--- config.mk ---
export PLATFORM = sky130hd
export DESIGN_NAME = grid_path_walker
export DESIGN_NICKNAME = d
export VERILOG_FILES = /design/src/rtl/gpw_pkg.sv /design/src/rtl/gpw_step.sv /design/src/rtl/grid_path_walker.sv
export VERILOG_INCLUDE_DIRS = /design/src /design/src/rtl
export SDC_FILE = /design/constraint.sdc
export NUM_CORES = 1
export LEC_CHECK = 0
export BUFFER_PORTS_ARGS = -buffer_cell sky130_fd_sc_hd__buf_2
export CAP_MARGIN = 20
export CORE_ASPECT_RATIO = 0.6
export CORE_UTILIZATION = 41
export CTS_BUF_LIST = sky130_fd_sc_hd__clkbuf_4
export DETAILED_ROUTE_END_ITERATION = 8
export PLACE_DENSITY = 0.67
export SKIP_CTS_REPAIR_TIMING = 1
export SLEW_MARGIN = 20
export SYNTH_ARGS = -nofsm -noshare
export SYNTH_HDL_FRONTEND = slang
export SYNTH_HIERARCHICAL = 1
export SYNTH_SLANG_ARGS = --single-unit
--- constraint.sdc ---
create_clock -name i_clk -period 5.12 [get_ports i_clk]
set_clock_uncertainty 0.05 [all_clocks]
set_input_delay 0.512 -clock i_clk [delete_from_list [all_inputs] [get_ports i_clk]]
set_output_delay 0.512 -clock i_clk [all_outputs]
set_load 0.05 [all_outputs]
--- src/rtl/grid_path_walker_macros.svh ---
// Assertion macros shared by the grid path walker RTL.
`ifndef GRID_PATH_WALKER_MACROS_SVH
`define GRID_PATH_WALKER_MACROS_SVH

// Same-cycle implication, held off during reset.
`define GPW_ASSERT_NOW(label, clk, rst_n, ante, cons) \
    label: assert property (@(posedge clk) disable iff (!(rst_n)) (ante) |-> (cons)) \
        else $error("grid_path_walker: same-cycle check failed");

// Next-cycle implication, held off during reset.
`define GPW_ASSERT_NEXT(label, clk, rst_n, ante, cons) \
    label: assert property (@(posedge clk) disable iff (!(rst_n)) (ante) |=> (cons)) \
        else $error("grid_path_walker: next-cycle check failed");

`endif

--- src/rtl/gpw_pkg.sv ---
// Shared types, mode codes and helpers of the grid path walker.
`default_nettype none

package gpw_pkg;

    localparam int GRID_DEFAULT = 16;

    localparam logic [2:0] MODE_L_LONG  = 3'd0;
    localparam logic [2:0] MODE_L_SHORT = 3'd1;
    localparam logic [2:0] MODE_L_LEFT  = 3'd2;
    localparam logic [2:0] MODE_DIAG    = 3'd3;
    localparam logic [2:0] MODE_STAIR   = 3'd4;

    localparam logic [5:0] STAMP_FIRST = 6'd11;
    localparam logic [5:0] STAMP_MAX   = 6'd41;

    typedef struct packed {
        logic [2:0] mode;
        logic       rows_first;
    } t_step_ctl;

    function automatic logic [3:0] abs_diff(input logic [3:0] a, input logic [3:0] b);
        abs_diff = (a >= b) ? (a - b) : (b - a);
    endfunction

endpackage

`default_nettype wire

--- src/rtl/gpw_step.sv ---
// Step unit: moves the walk one cell toward the center for the active mode.
`default_nettype none

module gpw_step
    import gpw_pkg::*;
(
    input  wire logic [3:0] i_cur_row,
    input  wire logic [3:0] i_cur_col,
    input  wire logic [3:0] i_goal_row,
    input  wire logic [3:0] i_goal_col,
    input  wire t_step_ctl  i_ctl,
    output logic      [3:0] o_next_row,
    output logic      [3:0] o_next_col,
    output logic            o_at_goal
);

    logic [3:0] adr;
    logic [3:0] adc;
    logic       row_nz;
    logic       col_nz;
    logic       mv_row;
    logic       mv_col;

    always_comb begin
        adr    = abs_diff(i_cur_row, i_goal_row);
        adc    = abs_diff(i_cur_col, i_goal_col);
        row_nz = (adr != 4'd0);
        col_nz = (adc != 4'd0);
        mv_row = 1'b0;
        mv_col = 1'b0;
        case (i_ctl.mode)
            MODE_DIAG: begin
                mv_row = (adr >= adc) && row_nz;
                mv_col = (adc >= adr) && col_nz;
            end
            MODE_STAIR: begin
                mv_row = row_nz;
                mv_col = col_nz;
            end
            MODE_L_LONG, MODE_L_SHORT, MODE_L_LEFT: begin
                if (i_ctl.rows_first) begin
                    mv_row = row_nz;
                    mv_col = !row_nz;
                end else begin
                    mv_col = col_nz;
                    mv_row = !col_nz;
                end
            end
            default: begin
                mv_row = row_nz;
                mv_col = !row_nz;
            end
        endcase

        o_next_row = i_cur_row;
        if (mv_row) begin
            o_next_row = (i_cur_row > i_goal_row) ? (i_cur_row - 4'd1) : (i_cur_row + 4'd1);
        end
        o_next_col = i_cur_col;
        if (mv_col) begin
            o_next_col = (i_cur_col > i_goal_col) ? (i_cur_col - 4'd1) : (i_cur_col + 4'd1);
        end
        o_at_goal = !row_nz && !col_nz;
    end

endmodule

`default_nettype wire

--- src/rtl/grid_path_walker.sv ---
// Top level of the grid path walker: request intake, walk sequencer, result stream.
`default_nettype none

// A request beat carries a mode in tuser and a center and a start cell in tdata.
// The block answers with one result beat per cell from the start to the center,
// the center last and marked by tlast, stamps counting up from 11. The walk
// sequencer moves one cell per cycle through a single step unit while the
// result side takes every beat, and back-pressure holds it on the current
// cell; a path has N = 1 to 31 cells. A request is taken only when the
// previous run has ended. A request with a mode above 4 is accepted and
// dropped with no result.
// Coordinates at or beyond GRID are clamped to GRID - 1.
module grid_path_walker
    import gpw_pkg::*;
#(
    parameter int GRID = GRID_DEFAULT
)
(
    input  wire logic        i_clk,
    input  wire logic        i_rst_n,
    input  wire logic        i_s_axis_tvalid,
    output logic             o_s_axis_tready,
    // center_row[3:0], center_col[7:4], start_row[11:8], start_col[15:12]
    input  wire logic [15:0] i_s_axis_tdata,
    // func[2:0]
    input  wire logic [2:0]  i_s_axis_tuser,
    output logic             o_m_axis_tvalid,
    input  wire logic        i_m_axis_tready,
    // cell_row[3:0], cell_col[7:4], stamp[13:8], zero[15:14]
    output logic [15:0]      o_m_axis_tdata,
    output logic             o_m_axis_tlast
);

`include "grid_path_walker_macros.svh"

    localparam logic [3:0] COORD_MAX = (GRID > 16) ? 4'd15 : 4'(GRID - 1);

    typedef enum logic {
        ST_IDLE,
        ST_WALK
    } t_state;

    t_state     r_state, n_state;
    logic [3:0] r_cur_row, n_cur_row;
    logic [3:0] r_cur_col, n_cur_col;
    logic [3:0] r_goal_row, n_goal_row;
    logic [3:0] r_goal_col, n_goal_col;
    t_step_ctl  r_ctl, n_ctl;
    logic [5:0] r_stamp, n_stamp;

    logic [3:0] in_cr, in_cc, in_sr, in_sc;
    logic [3:0] in_adr, in_adc;
    logic       in_rf;
    logic [3:0] step_row, step_col;
    logic       at_goal;

    function automatic logic [3:0] clamp_coord(input logic [3:0] v);
        clamp_coord = (int'(v) >= GRID) ? COORD_MAX : v;
    endfunction

    gpw_step u_step (
        .i_cur_row  (r_cur_row),
        .i_cur_col  (r_cur_col),
        .i_goal_row (r_goal_row),
        .i_goal_col (r_goal_col),
        .i_ctl      (r_ctl),
        .o_next_row (step_row),
        .o_next_col (step_col),
        .o_at_goal  (at_goal)
    );

    always_comb begin
        in_cr  = clamp_coord(i_s_axis_tdata[3:0]);
        in_cc  = clamp_coord(i_s_axis_tdata[7:4]);
        in_sr  = clamp_coord(i_s_axis_tdata[11:8]);
        in_sc  = clamp_coord(i_s_axis_tdata[15:12]);
        in_adr = abs_diff(in_sr, in_cr);
        in_adc = abs_diff(in_sc, in_cc);
        case (i_s_axis_tuser)
            MODE_L_LONG:  in_rf = in_adc < in_adr;
            MODE_L_SHORT: in_rf = (in_adc == 4'd0) || ((in_adr != 4'd0) && (in_adr < in_adc));
            MODE_L_LEFT:  in_rf = (in_adc == 4'd0) || ((in_sr < in_cr) && (in_sc < in_cc))
                                  || ((in_sr > in_cr) && (in_sc > in_cc));
            default:      in_rf = 1'b0;
        endcase
    end

    always_comb begin
        n_state    = r_state;
        n_cur_row  = r_cur_row;
        n_cur_col  = r_cur_col;
        n_goal_row = r_goal_row;
        n_goal_col = r_goal_col;
        n_ctl      = r_ctl;
        n_stamp    = r_stamp;
        case (r_state)
            ST_IDLE: begin
                if (i_s_axis_tvalid && (i_s_axis_tuser <= MODE_STAIR)) begin
                    n_state         = ST_WALK;
                    n_cur_row       = in_sr;
                    n_cur_col       = in_sc;
                    n_goal_row      = in_cr;
                    n_goal_col      = in_cc;
                    n_ctl.mode       = i_s_axis_tuser;
                    n_ctl.rows_first = in_rf;
                    n_stamp         = STAMP_FIRST;
                end
            end
            ST_WALK: begin
                if (i_m_axis_tready) begin
                    if (at_goal) begin
                        n_state = ST_IDLE;
                    end else begin
                        n_cur_row = step_row;
                        n_cur_col = step_col;
                        n_stamp   = r_stamp + 6'd1;
                    end
                end
            end
            default: n_state = ST_IDLE;
        endcase
    end

    always_ff @(posedge i_clk) begin
        if (!i_rst_n) begin
            r_state <= ST_IDLE;
        end else begin
            r_state <= n_state;
        end
        r_cur_row  <= n_cur_row;
        r_cur_col  <= n_cur_col;
        r_goal_row <= n_goal_row;
        r_goal_col <= n_goal_col;
        r_ctl      <= n_ctl;
        r_stamp    <= n_stamp;
    end

    assign o_s_axis_tready = (r_state == ST_IDLE);
    assign o_m_axis_tvalid = (r_state == ST_WALK);
    assign o_m_axis_tdata  = {2'b00, r_stamp, r_cur_col, r_cur_row};
    assign o_m_axis_tlast  = at_goal;

    `GPW_ASSERT_NOW(a_one_side_open, i_clk, i_rst_n, o_m_axis_tvalid, !o_s_axis_tready)
    `GPW_ASSERT_NEXT(a_stamp_advance, i_clk, i_rst_n,
        o_m_axis_tvalid && i_m_axis_tready && !o_m_axis_tlast,
        o_m_axis_tvalid && (r_stamp == $past(r_stamp) + 6'd1))
    `GPW_ASSERT_NEXT(a_last_frees_input, i_clk, i_rst_n,
        o_m_axis_tvalid && i_m_axis_tready && o_m_axis_tlast, o_s_axis_tready)
    `GPW_ASSERT_NOW(a_stamp_range, i_clk, i_rst_n, o_m_axis_tvalid,
        (r_stamp >= STAMP_FIRST) && (r_stamp <= STAMP_MAX))

endmodule

`default_nettype wire
==> qor.txt, run 1 <==
post-synthesis sequential area ratio: 0.273
Vias: 2179
WP buf/inv: 3
layout cells sized above 1: 0.205
PD cells: 267 mW/mm^2
critical path class: flip-flop to flip-flop
Fillers: 652
Hold Crit Class: input port to flip-flop
DRC viols: 0
Initial Utilization: 0.432
Layout area overhead: 10.2%
fmax: 236 MHz
vias in the first global route: 1962
# setup viols final: 0
GPL Wtd Cong: 0.865
Yosys reg bits: 27
Clock transition at path regs: 0.16 ns
Worst Max-Slew Pin Slew: 0.677 ns
reg2reg start: r_cur_col[0]
die height: 67.5 um
Root Buffer: clkbuf_4
CP arrival: 4.27 ns
HP Start: i_s_axis_tdata[3]
# diodes: 0
status: completed
peak supply drop: 0.000117 V
Critical Path Sink Type: flip-flop
Gate Count Post-Synth: 294
clk sinks: 27
nets@finish: 407
Synth Cell Area: 0.00293 sq mm
Yosys cell types: 55
CTS buffer count: 3
Crit Path Max Fanout: 5
Most used DFF post-synth: edfxtp_1
Crit path top cell by count: inv_1
mean routed wirelength per cell: 14.3 um
die area: 0.00751 sq mm
min Tclk post-route: 4.24 ns
GRT overflow: 0
boundary pin count: 42
detail-routed via count per cell: 5.20
Fin Setup TNS: 0 ns
CP startpoint: r_cur_col[0]
initial antenna violation count: 0
GRT Util Overall: 0.159
Core Util, Final: 0.476
Final Hold Viols: 0
total of max-cap violations: 0
Core Area: 0.00679 sq mm
ys async rst share: 0
Final HPWL DP: 5150 um
leakage: 0.00153 uW
family with the most delay on the worst path: multiplexers
Ys Warns: 6
CTS tree: built
Port Buffers: 39
Post-synth EDFFs: 26
Die X: 111 um
TritonRoute pass-1 iters: 4
Slowest-stage cell, CP: edfxtp_1
htree depth: 1
crit start category: flip-flop
CP max stage delay: 0.50 ns
RSZ-0062 raised after global routing: no
CP required: 5.15 ns
Skew-Pair Late Insertion Delay: 0.32 ns
critical path cell sequence: inv_1 > ha_1 > inv_1 > fa_1 > and3_1 > nor2_1 > mux2_2 > mux2i_1 > inv_1 > ha_1 > o21a_1 > o21a_1 > nor2_1 > o311ai_0 > o32ai_2 > xor2_1 > mux2_2
WL final: 5990 um
CTS Buffer Depth: 2
Final ANT Viol Nets: 0
Post-Syn Area per Cell: 9.98 sq um
global-route wire length before repair: 9440 um
pin count of the biggest net entering global routing: 22
max-slew violations: 0
row cnt: 23
drt initial violations: 122
fin crit share: 0.828
Slew HR: 0.548
## metrics by stage
stage	hold slack, ns	cells	total power, uW	setup slack, ns	cell area [sq um]
after floorplan	0.561	295	672	0.916	2940
after global placement	0.559	415	760	1.04	3200
after detailed placement	0.574	415	774	0.899	3200
after CTS	0.329	419	866	0.865	3230
after global routing	0.323	419	928	0.499	3230
final	0.333	419	864	0.883	3230
## worst paths after layout
kind | to | slack (ns) | cells past startpoint
worst max-delay path | r_cur_row[3] | 0.88 | 17
worst min-delay path | r_goal_row[3] | 0.33 | 1
worst max register to register | r_cur_row[3] | 0.88 | 17
worst min register to register | r_stamp[5] | 0.60 | 2
## cells in the final DEF (no fill, tap or decap), drive strengths merged, types with 4 or more instances in the layout
cell,n
buf,39
and3,4
xnor2,7
edfxtp,26
nand3b,8
a21oi,14
o21ai,14
xor2,8
ha,41
nor2,10
mux2i,17
nand3,5
fa,10
nand2,24
a21o,6
inv,45
and4,4
mux2,12
## kinds of logic after synthesis
kind of cell	after synthesis	share of synthesized area
and+or+nand+nor	69	0.133
adders and majority gates	51	0.243
AOI/OAI and AO/OA	51	0.128
buffers and inverters	51	0.0704
muxes	29	0.107
DFF	27	0.273
xor gates and xnor gates	15	0.0448
other	1	0.00128
## registers in the layout, indices dropped and copies added, names as in the netlist
register	flops
r_ctl	4
r_stamp	6
r_cur_col	4
r_goal_row	4
r_cur_row	4
o_m_axis_tvalid	1
r_goal_col	4
## worst reg2reg max path, stage by stage, from the launching register on
cell and delay, ns:
edfxtp_1 0.50, inv_1 0.15, ha_1 0.17, inv_1 0.05, fa_1 0.40, and3_1 0.18
nor2_1 0.20, mux2_2 0.36, mux2i_1 0.27, inv_1 0.08, ha_1 0.29, o21a_1 0.12
o21a_1 0.12, nor2_1 0.06, o311ai_0 0.41, o32ai_2 0.15, xor2_1 0.17, mux2_2 0.26
## cells in the mapped netlist, drive strengths merged, types with 3 or more instances
library cell   n  area share
and3           4      0.0085
buf            3      0.0090
fa            10       0.068
and4           4       0.013
xnor2          7       0.021
o21a           3      0.0077
nand4          3      0.0064
ha            41        0.17
nor2          10       0.016
edfxtp        26        0.27
xor2           8       0.024
nor2b          3      0.0064
mux2          12       0.049
a21oi         14       0.025
inv           45       0.058
a21o           6       0.018
clkbuf         3      0.0038
mux2i         17       0.058
nand2         24       0.031
o21ai         14       0.024
nand3b         8       0.020
nand3          5       0.010
## layer usage
metal	track usage	part of all wire
met4	0.0270	0.0045
met2	0.245	0.42
met3	0.00808	0.023
met1	0.247	0.55
met5	0	0
## where the power goes
group	internal [uW]	total, uW	leakage, uW	switching (uW)
logic	206	485	0.00126	279
registers	266	287	0.000251	20.8
clock network	29.8	92.5	0.0000139	62.7
total	502	864	0.00153	362
## layout make-up
type	instances	area, sq um	area share
multi-input combinational	217	1930	0.597
sequential	27	801	0.248
tap	87	109	0.0337
clock buffer	3	22.5	0.00696
timing repair buffer	39	195	0.0603
clock inverter	1	7.51	0.00232
inverter	45	169	0.0522
Note: power is estimated with default switching activity, not from simulation.
==> run 2: changes to the inputs <==
--- a/config.mk
+++ b/config.mk
@@ -6,6 +6,7 @@
 export SDC_FILE = /design/constraint.sdc
 export NUM_CORES = 1
 export LEC_CHECK = 0
+export ABC_AREA = 1
 export BUFFER_PORTS_ARGS = -buffer_cell sky130_fd_sc_hd__buf_2
 export CAP_MARGIN = 20
 export CORE_ASPECT_RATIO = 0.6
==> constraint.sdc (replaced) <==
create_clock -name i_clk -period 3.9 [get_ports i_clk]
set_clock_uncertainty 0.05 [all_clocks]
set_input_delay 0.39 -clock i_clk [delete_from_list [all_inputs] [get_ports i_clk]]
set_output_delay 0.39 -clock i_clk [all_outputs]
set_load 0.05 [all_outputs]
==> qor.txt, run 2 <==
met3 wire length: 135 um
Ys Warns: 6
Fin Setup TNS: 0 ns
boundary pin count: 42
pre-CTS WS: 0.400 ns
peak supply drop: 0.000145 V
proportion of netlist area held by the largest area contributor: 0.247
TritonRoute pass-1 iters: 4
leakage: 0.00182 uW
htree depth: 1
max-slew violations: 0
commonest cells in the netlist: 107 x nand2_1, 76 x inv_1, 41 x ha_1
Slew HR: 0.505
pin count of the biggest net entering global routing: 21
GRT overflow: 0
Initial Utilization: 0.430
Fillers: 738
Synth Cell Area: 0.00316 sq mm
die area: 0.00808 sq mm
mux share of post-synthesis cell area: 0
CP arrival: 3.53 ns
Total Power: 1220 uW
post-route setup slack: 0.378 ns
DRC viols: 0
Most used DFF post-synth: edfxtp_1
wl on met1: 3570 um
Layout area overhead: 9.46%
clock share of power: 0.104
Gate Count Post-Synth: 419
min Tclk post-route: 3.52 ns
CTS buffer count: 3
row cnt: 24
clk sinks: 27
Yosys cell types: 38
Synth area leader: edfxtp_1
drt initial violations: 108
Final ANT Viol Nets: 0
combinational share of power: 0.583
detail-routed via count per cell: 4.69
CP required: 3.91 ns
crit start category: flip-flop
Worst Max-Slew Pin Slew: 0.741 ns
most frequent cells in the layout: 107 x nand2_1, 76 x inv_1, 41 x ha_1
status: completed
Synth Area in Compound Gates: 0.0708
total of max-cap violations: 0
initial antenna violation count: 0
Crit Path Max Fanout: 5
largest family of logic cells by synthesized area: simple AND/OR/NAND/NOR gates
Post-Syn Area per Cell: 7.55 sq um
Core Area: 0.00736 sq mm
sequential power share: 0.312
Port Buffers: 39
post-synthesis sequential area ratio: 0.253
vias in the first global route: 2429
die height: 70.0 um
Hold Crit Class: input port to flip-flop
Adder-Cell Fraction of Synth Area: 0.226
fin crit share: 0.903
Critical Path Sink Type: flip-flop
simple-gate area share of the yosys netlist: 0.288
area of the multi-input gates: 0.00199 sq mm
Skew-Pair Late Insertion Delay: 0.33 ns
# setup viols final: 0
Post-synth EDFFs: 26
global-route wire length before repair: 11300 um
WL met2: 2830 um
critical path class: flip-flop to flip-flop
Die X: 115 um
Post-Synth XOR/XNOR Area: 0.0416
mean routed wirelength per cell: 11.8 um
layout cells sized above 1: 0.163
dpl cell area: 0.00343 sq mm
Sequential Area: 801 sq um
Switching Share: 0.458
Vias: 2623
DR top layer: met4
CTS tree: built
RSZ-0062 raised after global routing: no
PD cells: 352 mW/mm^2
design internal power: 659 uW
WL final: 6610 um
nets@finish: 530
# diodes: 0
Largest register FFs: 6
GRT Util Overall: 0.174
Root Buffer: clkbuf_4
Final HPWL DP: 5650 um
ys async rst share: 0
Clock transition at path regs: 0.14 ns
CTS Buffer Depth: 2
post-layout instance area: 0.00346 sq mm
largest cells by area after synthesis: edfxtp_1 25%, ha_1 16%, nand2_1 13%, inv_1 9.0%, fa_1 6.3%
Final Hold Viols: 0
Biggest register: r_stamp
most common cell in the netlist: nand2_1
fmax: 284 MHz
most common cell after layout, fill and taps aside: nand2_1
GPL Wtd Cong: 0.891
Switch Pwr: 558 uW
Yosys reg bits: 27
## run 2: path summary, 6_finish.rpt
path | from | end | slack (ns) | cells past startpoint
max reg2reg | r_cur_col[0] | r_cur_col[0] | 0.38 | 23
min reg2reg | r_stamp[4] | r_stamp[4] | 0.63 | 2
max | r_cur_col[0] | r_cur_col[0] | 0.38 | 23
min | i_s_axis_tdata[7] | r_goal_col[3] | 0.20 | 1
## run 2: stage by stage
| stage | cells | utilization | hold slack, ns |
|---|---|---|---|
| after floorplan | 420 | - | 0.439 |
| after global placement | 555 | 0.466 | 0.538 |
| after detailed placement | 555 | 0.466 | 0.542 |
| after CTS | 559 | 0.470 | 0.189 |
| after global routing | 559 | 0.470 | 0.182 |
| final | 559 | 0.470 | 0.199 |
## run 2: cell type report
| type | instances | area share |
|---|---|---|
| multi-input combinational | 303 | 0.576 |
| clock buffer | 4 | 0.00868 |
| timing repair buffer | 40 | 0.0586 |
| tap | 104 | 0.0376 |
| inverter | 81 | 0.0879 |
| sequential | 27 | 0.231 |
## run 2: critical path: stages (launching register included)
cell and delay, ns:
edfxtp_1 0.48, inv_1 0.19, ha_1 0.17, inv_1 0.06, fa_1 0.40, nand2_1 0.07
nand2_1 0.08, nand2_2 0.07, nand2_2 0.09, inv_1 0.07, nand2_1 0.05, nand2_1 0.11
inv_1 0.06, ha_1 0.30, a21oi_1 0.12, o21ai_0 0.11, o21ai_0 0.16, inv_1 0.09
a21oi_4 0.17, nand2_4 0.09, nand3_1 0.07, nand2_1 0.06, nand2_1 0.06, o21ai_0 0.10
## run 2: logic make-up after synthesis
kind of cell | Yosys count
buf+inv | 90
simple gates | 196
compound gates | 39
flops | 27
other cells | 1
xor+xnor | 15
fa+ha+maj | 51
## run 2: power by group through the flow
stage	clock [uW]	sequential, uW	combinational, uW
finish	127	380	710
global route	142	384	815
CTS	131	380	709
detailed placement	0	387	704
global placement	0	386	686
floorplan	0	424	529
## run 2: metal layers
layer	vias to the layer above	global-route usage
met1	1174	0.265
met2	37	0.265
met5	-	0
met3	6	0.0104
li1	1406	-
met4	0	0.0476
